File: src/hdl/pls_pkg.sv
// Package for the positional list store: payload structs, request and status codes,
// sequencer states and the memory control struct.
// Depends on nothing; every other file in hdl uses it by scoped names.
package pls_pkg;

   typedef struct packed {
      logic [1:0]  req_type;
      logic [5:0]  position;
      logic [31:0] data_in;
   } pls_req_type;

   typedef struct packed {
      logic [31:0] data_out;
      logic [1:0]  status;
      logic [5:0]  count;
   } pls_rsp_type;

   localparam logic [1:0] OP_INSERT = 2'd0;
   localparam logic [1:0] OP_READ   = 2'd1;
   localparam logic [1:0] OP_DELETE = 2'd2;

   localparam logic [1:0] STATUS_OK    = 2'd0;
   localparam logic [1:0] STATUS_RANGE = 2'd1;
   localparam logic [1:0] STATUS_FULL  = 2'd2;

   typedef enum logic [1:0] {
      PLS_IDLE,
      PLS_SHIFT,
      PLS_RESP
   } pls_state_type;

   typedef struct packed {
      logic wr_en;
      logic rd_en;
   } pls_ram_ctl_type;

endpackage

File: src/hdl/pls_ram.sv
// Entry storage for the positional list store: one write port and one read port
// with registered read data. Depends on pls_pkg for the control struct.
module pls_ram #(
   parameter int DEPTH      = 32,
   parameter int DATA_WIDTH = 32
) (
   input  logic                        clock,
   input  pls_pkg::pls_ram_ctl_type    ctl,
   input  logic [$clog2(DEPTH)-1:0]    wr_addr,
   input  logic [DATA_WIDTH-1:0]       wr_data,
   input  logic [$clog2(DEPTH)-1:0]    rd_addr,
   output logic [DATA_WIDTH-1:0]       rd_data
);

   logic [DATA_WIDTH-1:0] mem [DEPTH];
   logic [DATA_WIDTH-1:0] rd_data_ff;

   always_ff @(posedge clock) begin
      if (ctl.wr_en) begin
         mem[wr_addr] <= wr_data;
      end
      if (ctl.rd_en) begin
         rd_data_ff <= mem[rd_addr];
      end
   end

   assign rd_data = rd_data_ff;

endmodule

File: src/hdl/positional_list_store_unit.sv
// Top level of the positional list store: request checks, entry count, shift sequencer
// and result register. Depends on pls_pkg and instantiates pls_ram.
//
// The block keeps an ordered list of up to DEPTH words in a single-port-write,
// single-port-read memory. Each request item inserts a word at a position from 0 to
// the current count, reads the word at a position, or deletes it; exactly one result
// item comes back carrying the word read or removed (zero otherwise), a status (ok,
// position out of range or list empty, list full) and the count after the request.
// Entries are moved one per cycle by a small sequencer that shares a single address
// counter and the memory ports, so timing depends on how many entries move. A rejected
// request goes from the idle state straight to the result state; an accepted one passes
// through the shift state first. An insert moves (count - position) entries, none when
// the word goes on the end, and a delete moves (count - position - 1) entries, where
// count is the size before the request.
// The shift loop, one memory read and one memory write per cycle, sets how long it takes.
// The block takes one item at a time and is ready again as soon as the result has
// been placed in the output register, so a new item may be accepted while the
// previous result still waits to be taken; the next result then waits until the
// output register is free.
// There is no clearing pass after reset: only entries below the count are ever read.
module positional_list_store_unit #(
   parameter int DEPTH      = 32,
   parameter int DATA_WIDTH = 32
) (
   input  logic                 clock,
   input  logic                 reset,
   input  logic                 req_valid,
   output logic                 req_ready,
   input  pls_pkg::pls_req_type req_data,
   output logic                 rsp_valid,
   input  logic                 rsp_ready,
   output pls_pkg::pls_rsp_type rsp_data
);

   // Address width, count width (holds DEPTH itself) and a compare width that covers
   // both the count and the request position.
   localparam int AW = $clog2(DEPTH);
   localparam int CW = $clog2(DEPTH + 1);
   localparam int XW = (CW > 6) ? CW : 6;

   pls_pkg::pls_state_type state_ff, state_in;

   logic [CW-1:0]         occ_ff, occ_in;
   logic [CW-1:0]         cur_ff, cur_in;
   logic [CW-1:0]         lim_ff, lim_in;
   logic                  is_insert_ff, is_insert_in;
   logic                  is_delete_ff, is_delete_in;
   logic                  pend_ff, pend_in;
   logic                  first_ff, first_in;
   logic [AW-1:0]         wa_ff, wa_in;
   logic [DATA_WIDTH-1:0] word_ff, word_in;
   logic [DATA_WIDTH-1:0] got_ff, got_in;
   pls_pkg::pls_rsp_type  res_ff, res_in;
   pls_pkg::pls_rsp_type  rsp_ff, rsp_in;
   logic                  rsp_valid_ff, rsp_valid_in;
   logic                  rsp_load;

   pls_pkg::pls_ram_ctl_type ram_ctl;
   logic [AW-1:0]            ram_wr_addr;
   logic [DATA_WIDTH-1:0]    ram_wr_data;
   logic [AW-1:0]            ram_rd_addr;
   logic [DATA_WIDTH-1:0]    ram_rd_data;

   logic [XW-1:0] pos_x;
   logic [XW-1:0] occ_x;
   logic [CW-1:0] cur_dec;

   assign pos_x   = XW'(req_data.position);
   assign occ_x   = XW'(occ_ff);
   assign cur_dec = cur_ff - CW'(1);

   pls_ram #(
      .DEPTH      (DEPTH),
      .DATA_WIDTH (DATA_WIDTH)
   ) u_ram (
      .clock   (clock),
      .ctl     (ram_ctl),
      .wr_addr (ram_wr_addr),
      .wr_data (ram_wr_data),
      .rd_addr (ram_rd_addr),
      .rd_data (ram_rd_data)
   );

   // State and control registers.
   always_ff @(posedge clock) begin
      if (reset) begin
         state_ff     <= pls_pkg::PLS_IDLE;
         occ_ff       <= '0;
         pend_ff      <= 1'b0;
         rsp_valid_ff <= 1'b0;
      end else begin
         state_ff     <= state_in;
         occ_ff       <= occ_in;
         pend_ff      <= pend_in;
         rsp_valid_ff <= rsp_valid_in;
      end
   end

   // Working registers of the sequencer and the result path.
   always_ff @(posedge clock) begin
      cur_ff       <= cur_in;
      lim_ff       <= lim_in;
      is_insert_ff <= is_insert_in;
      is_delete_ff <= is_delete_in;
      first_ff     <= first_in;
      wa_ff        <= wa_in;
      word_ff      <= word_in;
      got_ff       <= got_in;
      res_ff       <= res_in;
      rsp_ff       <= rsp_in;
   end

   // Sequencer. An insert walks down from the count to the position, moving each
   // entry up by one place, and then writes the new word. A delete walks up from the
   // position, keeping the first word read and moving the rest down by one place. A
   // read is a delete that stops after its first word. Reads are pipelined: the word
   // read in one cycle is written in the next, while the following read is issued.
   always_comb begin
      state_in     = state_ff;
      occ_in       = occ_ff;
      cur_in       = cur_ff;
      lim_in       = lim_ff;
      is_insert_in = is_insert_ff;
      is_delete_in = is_delete_ff;
      pend_in      = pend_ff;
      first_in     = first_ff;
      wa_in        = wa_ff;
      word_in      = word_ff;
      got_in       = got_ff;
      res_in       = res_ff;
      rsp_in       = rsp_ff;
      rsp_load     = 1'b0;
      req_ready    = 1'b0;
      ram_ctl      = '0;
      ram_wr_addr  = wa_ff;
      ram_wr_data  = ram_rd_data;
      ram_rd_addr  = cur_ff[AW-1:0];

      unique case (state_ff)
         pls_pkg::PLS_IDLE: begin
            req_ready = 1'b1;
            if (req_valid) begin
               res_in.data_out = '0;
               res_in.status   = pls_pkg::STATUS_RANGE;
               res_in.count    = 6'(occ_ff);
               pend_in         = 1'b0;
               first_in        = 1'b1;
               word_in         = DATA_WIDTH'(req_data.data_in);
               got_in          = '0;
               state_in        = pls_pkg::PLS_RESP;
               unique case (req_data.req_type) inside
                  pls_pkg::OP_INSERT: begin
                     if (pos_x > occ_x) begin
                        res_in.status = pls_pkg::STATUS_RANGE;
                     end else if (occ_ff == CW'(DEPTH)) begin
                        res_in.status = pls_pkg::STATUS_FULL;
                     end else begin
                        is_insert_in = 1'b1;
                        is_delete_in = 1'b0;
                        cur_in       = occ_ff;
                        lim_in       = CW'(req_data.position);
                        state_in     = pls_pkg::PLS_SHIFT;
                     end
                  end
                  pls_pkg::OP_READ, pls_pkg::OP_DELETE: begin
                     if (pos_x < occ_x) begin
                        is_insert_in = 1'b0;
                        is_delete_in = (req_data.req_type == pls_pkg::OP_DELETE);
                        cur_in       = CW'(req_data.position);
                        lim_in       = (req_data.req_type == pls_pkg::OP_DELETE) ?
                                       (occ_ff - CW'(1)) : CW'(req_data.position);
                        state_in     = pls_pkg::PLS_SHIFT;
                     end
                  end
                  default: begin
                     res_in.status = pls_pkg::STATUS_RANGE;
                  end
               endcase
            end
         end

         pls_pkg::PLS_SHIFT: begin
            if (is_insert_ff) begin
               ram_rd_addr = cur_dec[AW-1:0];
               if (pend_ff) begin
                  ram_ctl.wr_en = 1'b1;
               end
               if (cur_ff > lim_ff) begin
                  ram_ctl.rd_en = 1'b1;
                  pend_in       = 1'b1;
                  wa_in         = cur_ff[AW-1:0];
                  cur_in        = cur_dec;
               end else begin
                  pend_in = 1'b0;
                  if (!pend_ff) begin
                     // The gap is open: place the new word and finish.
                     ram_ctl.wr_en   = 1'b1;
                     ram_wr_addr     = lim_ff[AW-1:0];
                     ram_wr_data     = word_ff;
                     occ_in          = occ_ff + CW'(1);
                     res_in.data_out = '0;
                     res_in.status   = pls_pkg::STATUS_OK;
                     res_in.count    = 6'(occ_in);
                     state_in        = pls_pkg::PLS_RESP;
                  end
               end
            end else begin
               if (pend_ff) begin
                  if (first_ff) begin
                     got_in   = ram_rd_data;
                     first_in = 1'b0;
                  end else begin
                     ram_ctl.wr_en = 1'b1;
                  end
               end
               if (cur_ff <= lim_ff) begin
                  ram_ctl.rd_en = 1'b1;
                  pend_in       = 1'b1;
                  wa_in         = cur_dec[AW-1:0];
                  cur_in        = cur_ff + CW'(1);
               end else begin
                  pend_in = 1'b0;
                  if (!pend_ff) begin
                     if (is_delete_ff) begin
                        occ_in = occ_ff - CW'(1);
                     end
                     res_in.data_out = 32'(got_ff);
                     res_in.status   = pls_pkg::STATUS_OK;
                     res_in.count    = 6'(occ_in);
                     state_in        = pls_pkg::PLS_RESP;
                  end
               end
            end
         end

         pls_pkg::PLS_RESP: begin
            if (!rsp_valid_ff || rsp_ready) begin
               rsp_load = 1'b1;
               rsp_in   = res_ff;
               state_in = pls_pkg::PLS_IDLE;
            end
         end

         default: begin
            state_in = pls_pkg::PLS_IDLE;
         end
      endcase

      if (rsp_load) begin
         rsp_valid_in = 1'b1;
      end else if (rsp_ready) begin
         rsp_valid_in = 1'b0;
      end else begin
         rsp_valid_in = rsp_valid_ff;
      end
   end

   assign rsp_valid = rsp_valid_ff;
   assign rsp_data  = rsp_ff;

endmodule
File: config.mk
export PLATFORM = sky130hd
export DESIGN_NAME = positional_list_store_unit
export DESIGN_NICKNAME = d
export VERILOG_FILES = /design/src/hdl/pls_pkg.sv /design/src/hdl/pls_ram.sv /design/src/hdl/positional_list_store_unit.sv
export SDC_FILE = /design/constraint.sdc
export NUM_CORES = 1
export LEC_CHECK = 0
export ABC_AREA = 1
export BUFFER_PORTS_ARGS = -buffer_cell sky130_fd_sc_hd__buf_2
export CORE_ASPECT_RATIO = 1.1
export CORE_MARGIN = 1
export CORE_UTILIZATION = 41
export DETAILED_ROUTE_END_ITERATION = 10
export SYNTH_ARGS = -nofsm -noshare
export SYNTH_HDL_FRONTEND = slang
export SYNTH_HIERARCHICAL = 1
export SYNTH_SLANG_ARGS = --single-unit
File: constraint.sdc
create_clock -name clock -period 3.7 [get_ports clock]
set_input_delay 0.555 -clock clock [delete_from_list [all_inputs] [get_ports clock]]
set_output_delay 0.555 -clock clock [all_outputs]
set_load 0.005 [all_outputs]
Word-level counts from Yosys, hierarchy flattened
Memory sizes are Yosys's and may differ from the RTL's. A register that Yosys moved wholly into a read port is not among the register bits.
Index checks and enable logic that the tools add are counted.
{ "word_totals": {"ff_bits": 174, "latchBits": 0, "ram_bits": 1024, "romBits": 0, "input_bits": 44, "elab_cells": 162, "n_memories": 1} }
{ "memory_table": {"columns": ["name", "words", "word_bits", "read_ports", "rd_clocked_by_memory_dff", "write_ports", "line_no", "rtl"], "rows": [
  ["u_ram.mem", 32, 32, 1, 1, 1, "pls_ram.sv:15", "logic [DATA_WIDTH-1:0] mem [DEPTH];"]
]} }
{ "classes": {"add_sub_neg": 4, "mul": 0, "div_mod_pow": 0, "order_cmp": 4, "n_eq_ne": 25, "shifts": 0, "muxes": 89, "bitwise_logic": 1, "reduce_logical": 20} }
{ "ops": {"columns": ["operator", "n"], "rows": [
  ["32-bit two-way mux", 8],
  ["40-bit two-way mux", 6],
  ["6-bit two-way mux", 17],
  ["40-bit one-hot mux with 2 select lines", 1],
  ["32-bit one-hot mux with 2 select lines", 1],
  ["5-bit two-way mux", 9],
  ["6-bit one-hot mux with 2 select lines", 3],
  ["2-bit two-way mux", 13],
  ["1-bit two-way mux", 25],
  ["2-bit != test (second input constant)", 11],
  ["3-bit != test (second input constant)", 7],
  ["6-bit by 1-bit adder with 6-bit output (second input constant)", 2],
  ["6-bit > comparator", 2],
  ["4-bit AND reduction", 3],
  ["6-bit by 1-bit subtractor with 6-bit output (second input constant)", 2],
  ["5-bit AND reduction", 2],
  ["1-bit one-hot mux with 2 select lines", 4],
  ["8-bit AND reduction", 1],
  ["2-bit nonzero test", 4],
  ["6-bit == test (second input constant)", 1],
  ["6-bit <= comparator", 1],
  ["6-bit < comparator", 1],
  ["2-bit one-hot mux with 3 select lines", 1],
  ["2-bit AND reduction", 3],
  ["12 further kinds", 15]
]} }

Depth between registers and ports, before layout
{ "depth": {"depth_word": 7, "depth_mapped": 17} }

By module
Netlist, hierarchy kept.
{ "modules_own_cells": {"columns": ["module", "instances", "cells_each", "area_per_inst_um2", "seq_area_each_um2"], "rows": [
  ["pls_ram", 1, 3536, 42726.0, 31710.4],
  ["positional_list_store_unit", 1, 676, 7693.6, 5124.9]
]} }

Least setup slack after synthesis
OpenSTA, ideal clock, no wires.
{ "synth_path": {"path_kind": "flip-flop to flip-flop", "from": "reg cur_ff[1]", "to": "mem u_ram.mem[31][0], enable pin", "setup_time_ns": 0.421, "arrival_ns": 3.476, "required_time_ns": 3.279, "path_slack_ns": -0.197, "path_stages_with_launch": 13, "n_path_buf": 2, "period_less_slack_ns": 3.897, "cell_sequence": "edfxtp_1 ha_1 inv_1 nor2_1 o21ai_0 inv_1 o21ai_1 nand3_2 buf_6 buf_6 o21ai_1 nand3_1 nor2_1"} }
{ "synth_lines": {"columns": ["item", "line_no", "rtl"], "rows": [
  ["start: declaration", "positional_list_store_unit.sv:44", "logic [CW-1:0] cur_ff, cur_in;"],
  ["start signal: assignment", "positional_list_store_unit.sv:101", "cur_ff <= cur_in;"],
  ["6-bit > comparator", "positional_list_store_unit.sv:188", "if (cur_ff > lim_ff) begin"],
  ["5-bit two-way mux", "positional_list_store_unit.sv:188", null],
  ["5-bit two-way mux", "positional_list_store_unit.sv:183", "if (is_insert_ff) begin"],
  ["5-bit two-way mux", "positional_list_store_unit.sv:139", "unique case (state_ff)"],
  ["via ram_wr_addr[0]", "positional_list_store_unit.sv:59", "logic [AW-1:0] ram_wr_addr;"],
  ["end: declaration", "pls_ram.sv:15", null]
]} }
The timed path passes the listed nets, and every way through them passes these cells.

Worst setup path after layout
{ "layout_path": {"from": "reg cur_ff[1]", "to": "mem u_ram.mem[12][9], enable pin"} }
Same word-level chain as after synthesis.

==> results.sh <==
export IMPL_post_layout_nonfiller_instances=6104
export IMPL_synth_edff_count=1220
export IMPL_result_of_the_run="completed"
export IMPL_drtAntennaViolNets=0
export IMPL_r2r_end="u_ram/mem[12][9]"
export IMPL_maxSlewViolCount=0
export IMPL_post_layout_net_count=4444
export IMPL_yosysUniqueCellTypes=35
export IMPL_netlist_instances=4212
export IMPL_cts_setup_buffers=0
export IMPL_tns_ns=0
export IMPL_drive_above_1_share_pct=11.1
export IMPL_numClockSinks=1230
export IMPL_grt_first_pass_wirelength_mm=195
export IMPL_worst_hold_path_type="in2reg"
export IMPL_clock_tree_from_tritoncts="done"
export IMPL_die_ar_um2=124000
export IMPL_globalRouteOverflowTotal=0
export IMPL_grt_pass1_vias=30500
export IMPL_cap_violations=0
export IMPL_critical_path_arrival_ns=3.83
export IMPL_slew_headroom_pct=43.3
export IMPL_core_area_um2=122000
export IMPL_grt_antenna_before_repair=2
export IMPL_top_level_ports=86
export IMPL_syn_area_um2=50400
export IMPL_initial_core_util_pct=41.4
export IMPL_core_rowCount=134
export IMPL_share_seq_of_total_power_pct=51.1
export IMPL_cellPowerDensity_nw_per_um2=523
export IMPL_antenna_diode_count=0
export IMPL_final_seq_area_um2=36800
export IMPL_placement_setup_worst_slack_ns=0.306
export IMPL_multi_input_combinational_cell_area_um2=11800
export IMPL_netSwitchingPower_mw=7.28
export IMPL_netlist_top_cell_by_area="edfxtp_1"
export IMPL_ys_async_sr_fraction_pct=0
export IMPL_post_route_period_util_pct=93.5
export IMPL_internal_power_mw=23.0
export IMPL_synth_largest_type_area_fraction_pct=72.7
export IMPL_timing_final_setup_violations=0
export IMPL_grtUsageTotal_pct=20.9
export IMPL_routed_via_count=32000
export IMPL_yosys_warnings=6
export IMPL_worstHoldStart="req_data[31]"
export IMPL_clkLatencyLatePin_ns=0.71
export IMPL_clk_root_buffer_cell="clkbuf_16"
export IMPL_worst_setup_path_type="reg2reg"
export IMPL_endpoint_of_the_worst_hold_path="word_ff[31]"
export IMPL_placement_io_buffers=85
export IMPL_cts_made_buffers=119
export IMPL_cellLeakagePower_nw=21.3
export IMPL_htree_levels=3
export IMPL_switching_share_pct=24.1
export IMPL_drt_initial_drc_count=3023
export IMPL_netlist_top_cells_area="edfxtp_1 (73%), nand2_1 (11%), nand3_1 (7.9%), buf_6 (1.6%), nor2_1 (1.2%)"
export IMPL_drtPass1Iterations=5
export IMPL_critical_path_peak_fanout=24
export IMPL_routedWlPerCell_um=21.3
export IMPL_chipWidth_um=336
export IMPL_synth_ff_type="edfxtp_1"
export IMPL_grt_max_degree=142
export IMPL_vias_per_cell=5.25
export IMPL_path_clk_slew_ns=0.06
export IMPL_worstReg2RegStart="cur_ff[1]"
export IMPL_syn_area_per_cell_um2=12.0
export IMPL_sum_of_routed_wire_length_over_all_layers_mm=130
export IMPL_final_area_um2=57800
export IMPL_die_height_um=370
export IMPL_placedCellCount=5855
export IMPL_dpl_hpwl_mm=76.1
export IMPL_worst_endpoint_required_ns=4.07
export IMPL_timing_clock_skew_ns=0.0338
export IMPL_area_delta_synth_final_pct=14.6
export IMPL_synth_fp_nets=4282
export IMPL_layout_filler_cells=10800
export IMPL_cts_path_max_buffers=3
export IMPL_comb_power_share_pct=9.8
export IMPL_timing_critical_path_from_type="flop"
export IMPL_number_of_synthesized_register_bits=1230
export IMPL_drc=0
export IMPL_rsz0062_at_grt="false"
export IMPL_gp_routability_congestion=0.874
export IMPL_yosysSeqAreaShare_pct=73.1
export IMPL_clock_power_share_pct=39.1
export IMPL_layout_setup_ws_ns=0.241
export IMPL_actual_transition_at_the_worst_max_transition_pin_ns=0.848
export IMPL_finalCriticalPeriod_ns=3.46
export IMPL_worst_ir_drop_vdd_v=0.000383
export IMPL_highest_attainable_clock_frequency_mhz=289
export IMPL_hold_path_depth=1
export IMPL_r2r_slack_ns=0.24
export IMPL_layout_core_utilization_pct=47.5
export IMPL_r2r_worst_path_cells=11
export IMPL_worstSetupEndpointType="flop"
export IMPL_post_dp_cell_area_um2=53700
export IMPL_hold_viol=0
-- worst max path at each step --
stage,start,endpoint,slack (ns),cells after the start
floorplan,cur_ff[1],u_ram/mem[31][0],-0.20,12
global placement,cur_ff[1],u_ram/mem[12][7],0.36,11
detailed placement,cur_ff[1],u_ram/mem[12][7],0.31,11
CTS,cur_ff[1],u_ram/mem[12][27],0.30,11
global route,cur_ff[0],u_ram/mem[12][27],0.002,13
finish,cur_ff[1],u_ram/mem[12][9],0.24,11
-- what timing repair did --
item | CTS | global route
setup endpoints to repair | 0 | 6
resized for setup | 0 | 1
hold endpoints to repair | 30 | 0
hold buffers | 30 | 0
-- logic make-up after synthesis --
logic type	synth area share (%)
AOI/OAI and AO/OA	1.42
buffers and inverters	4.30
adders and majority gates	0.645
and+or+nand+nor	20.4
DFF	73.1
xor gates and xnor gates	0.139
-- layer usage --
layer | global-route usage [%] | part of all wire, % | routed length, µm | vias to the layer above
met5 | 0 | 0.017 | 22 | -
met4 | 5.59 | 2.5 | 3270 | 4
met3 | 3.40 | 7.4 | 9650 | 197
met2 | 34.7 | 48 | 62700 | 1201
met1 | 28.5 | 42 | 54200 | 15700
li1 | - | - | - | 14900
-- synthesized netlist by cell type (6+ instances only) --
master and count:
nand2_1 1503, xor2_1 7, nor2_1 159, nand3_1 794, a21oi_2 30, buf_2 84, o21ai_1 6, buf_4 24
buf_1 22, ha_1 26, clkbuf_1 35, o21ai_0 42, a21oi_1 22, nand4_1 6, inv_1 118, buf_6 73
edfxtp_1 1220, dfxtp_1 10
-- metrics by stage --
stage	power (mW)	hold WS (ns)
global placement	18.7	0.400
floorplan	17.8	0.400
CTS	30.4	0.00470
global route	31.3	0.0218
detailed placement	18.7	0.405
finish	30.3	0.0436
-- final cells by class --
cell class	count	area share, %
sequential	1230	63.7
multi-input combinational	2614	20.4
clock buffer	154	5.49
timing repair buffer	282	4.98
tap	1632	3.53
clock inverter	65	1.03
inverter	127	0.877
-- state kept, by name, indices dropped and copies added (netlist names), 5 cells and up --
register	count
cur_ff	6
got_ff	32
lim_ff	6
occ_ff	6
res_ff	40
rsp_data	40
u_ram/mem	1024
u_ram/rd_data	32
wa_ff	5
word_ff	32
-- power by group through the flow --
stage | registers, mW | logic [mW] | clock network [mW]
2_1_floorplan | 15.7 | 2.05 | 0
3_3_place_gp | 15.8 | 2.90 | 0
3_5_place_dp | 15.8 | 2.92 | 0
4_1_cts | 15.5 | 2.96 | 12.0
5_1_grt | 15.5 | 3.29 | 12.5
6_report | 15.5 | 2.97 | 11.8
-- worst max-delay path, stage by stage, from the launching register on --
cell and delay, ns:
edfxtp_1 0.48, ha_1 0.35, inv_1 0.06, nor2_1 0.03, o21ai_0 0.13, inv_1 0.05
o21ai_1 0.37, nand3_4 0.31, o21ai_1 0.43, nand3_1 0.39, nor2_4 0.25, buf_12 0.23
-- layout by cell type, fill, tap and decap left out, types with 6 or more instances in the layout --
master	netlist	layout
inv_1	118	116
a21oi_2	30	31
dfxtp_1	10	10
clkinvlp_4	0	9
bufinv_16	0	10
buf_4	24	95
o21ai_1	6	6
nand2_1	1503	1502
buf_2	84	85
clkinv_2	0	15
edfxtp_1	1220	1220
o21ai_0	42	37
a21oi_1	22	20
nand4_1	6	6
clkbuf_1	35	32
clkinv_1	3	30
ha_1	26	26
nor2_1	159	126
nor2_4	0	33
xor2_1	7	7
dlygate4sd3_1	0	30
clkbuf_16	0	122
buf_12	0	72
nand3_1	794	793
Note: power is estimated with default switching activity, not from simulation.
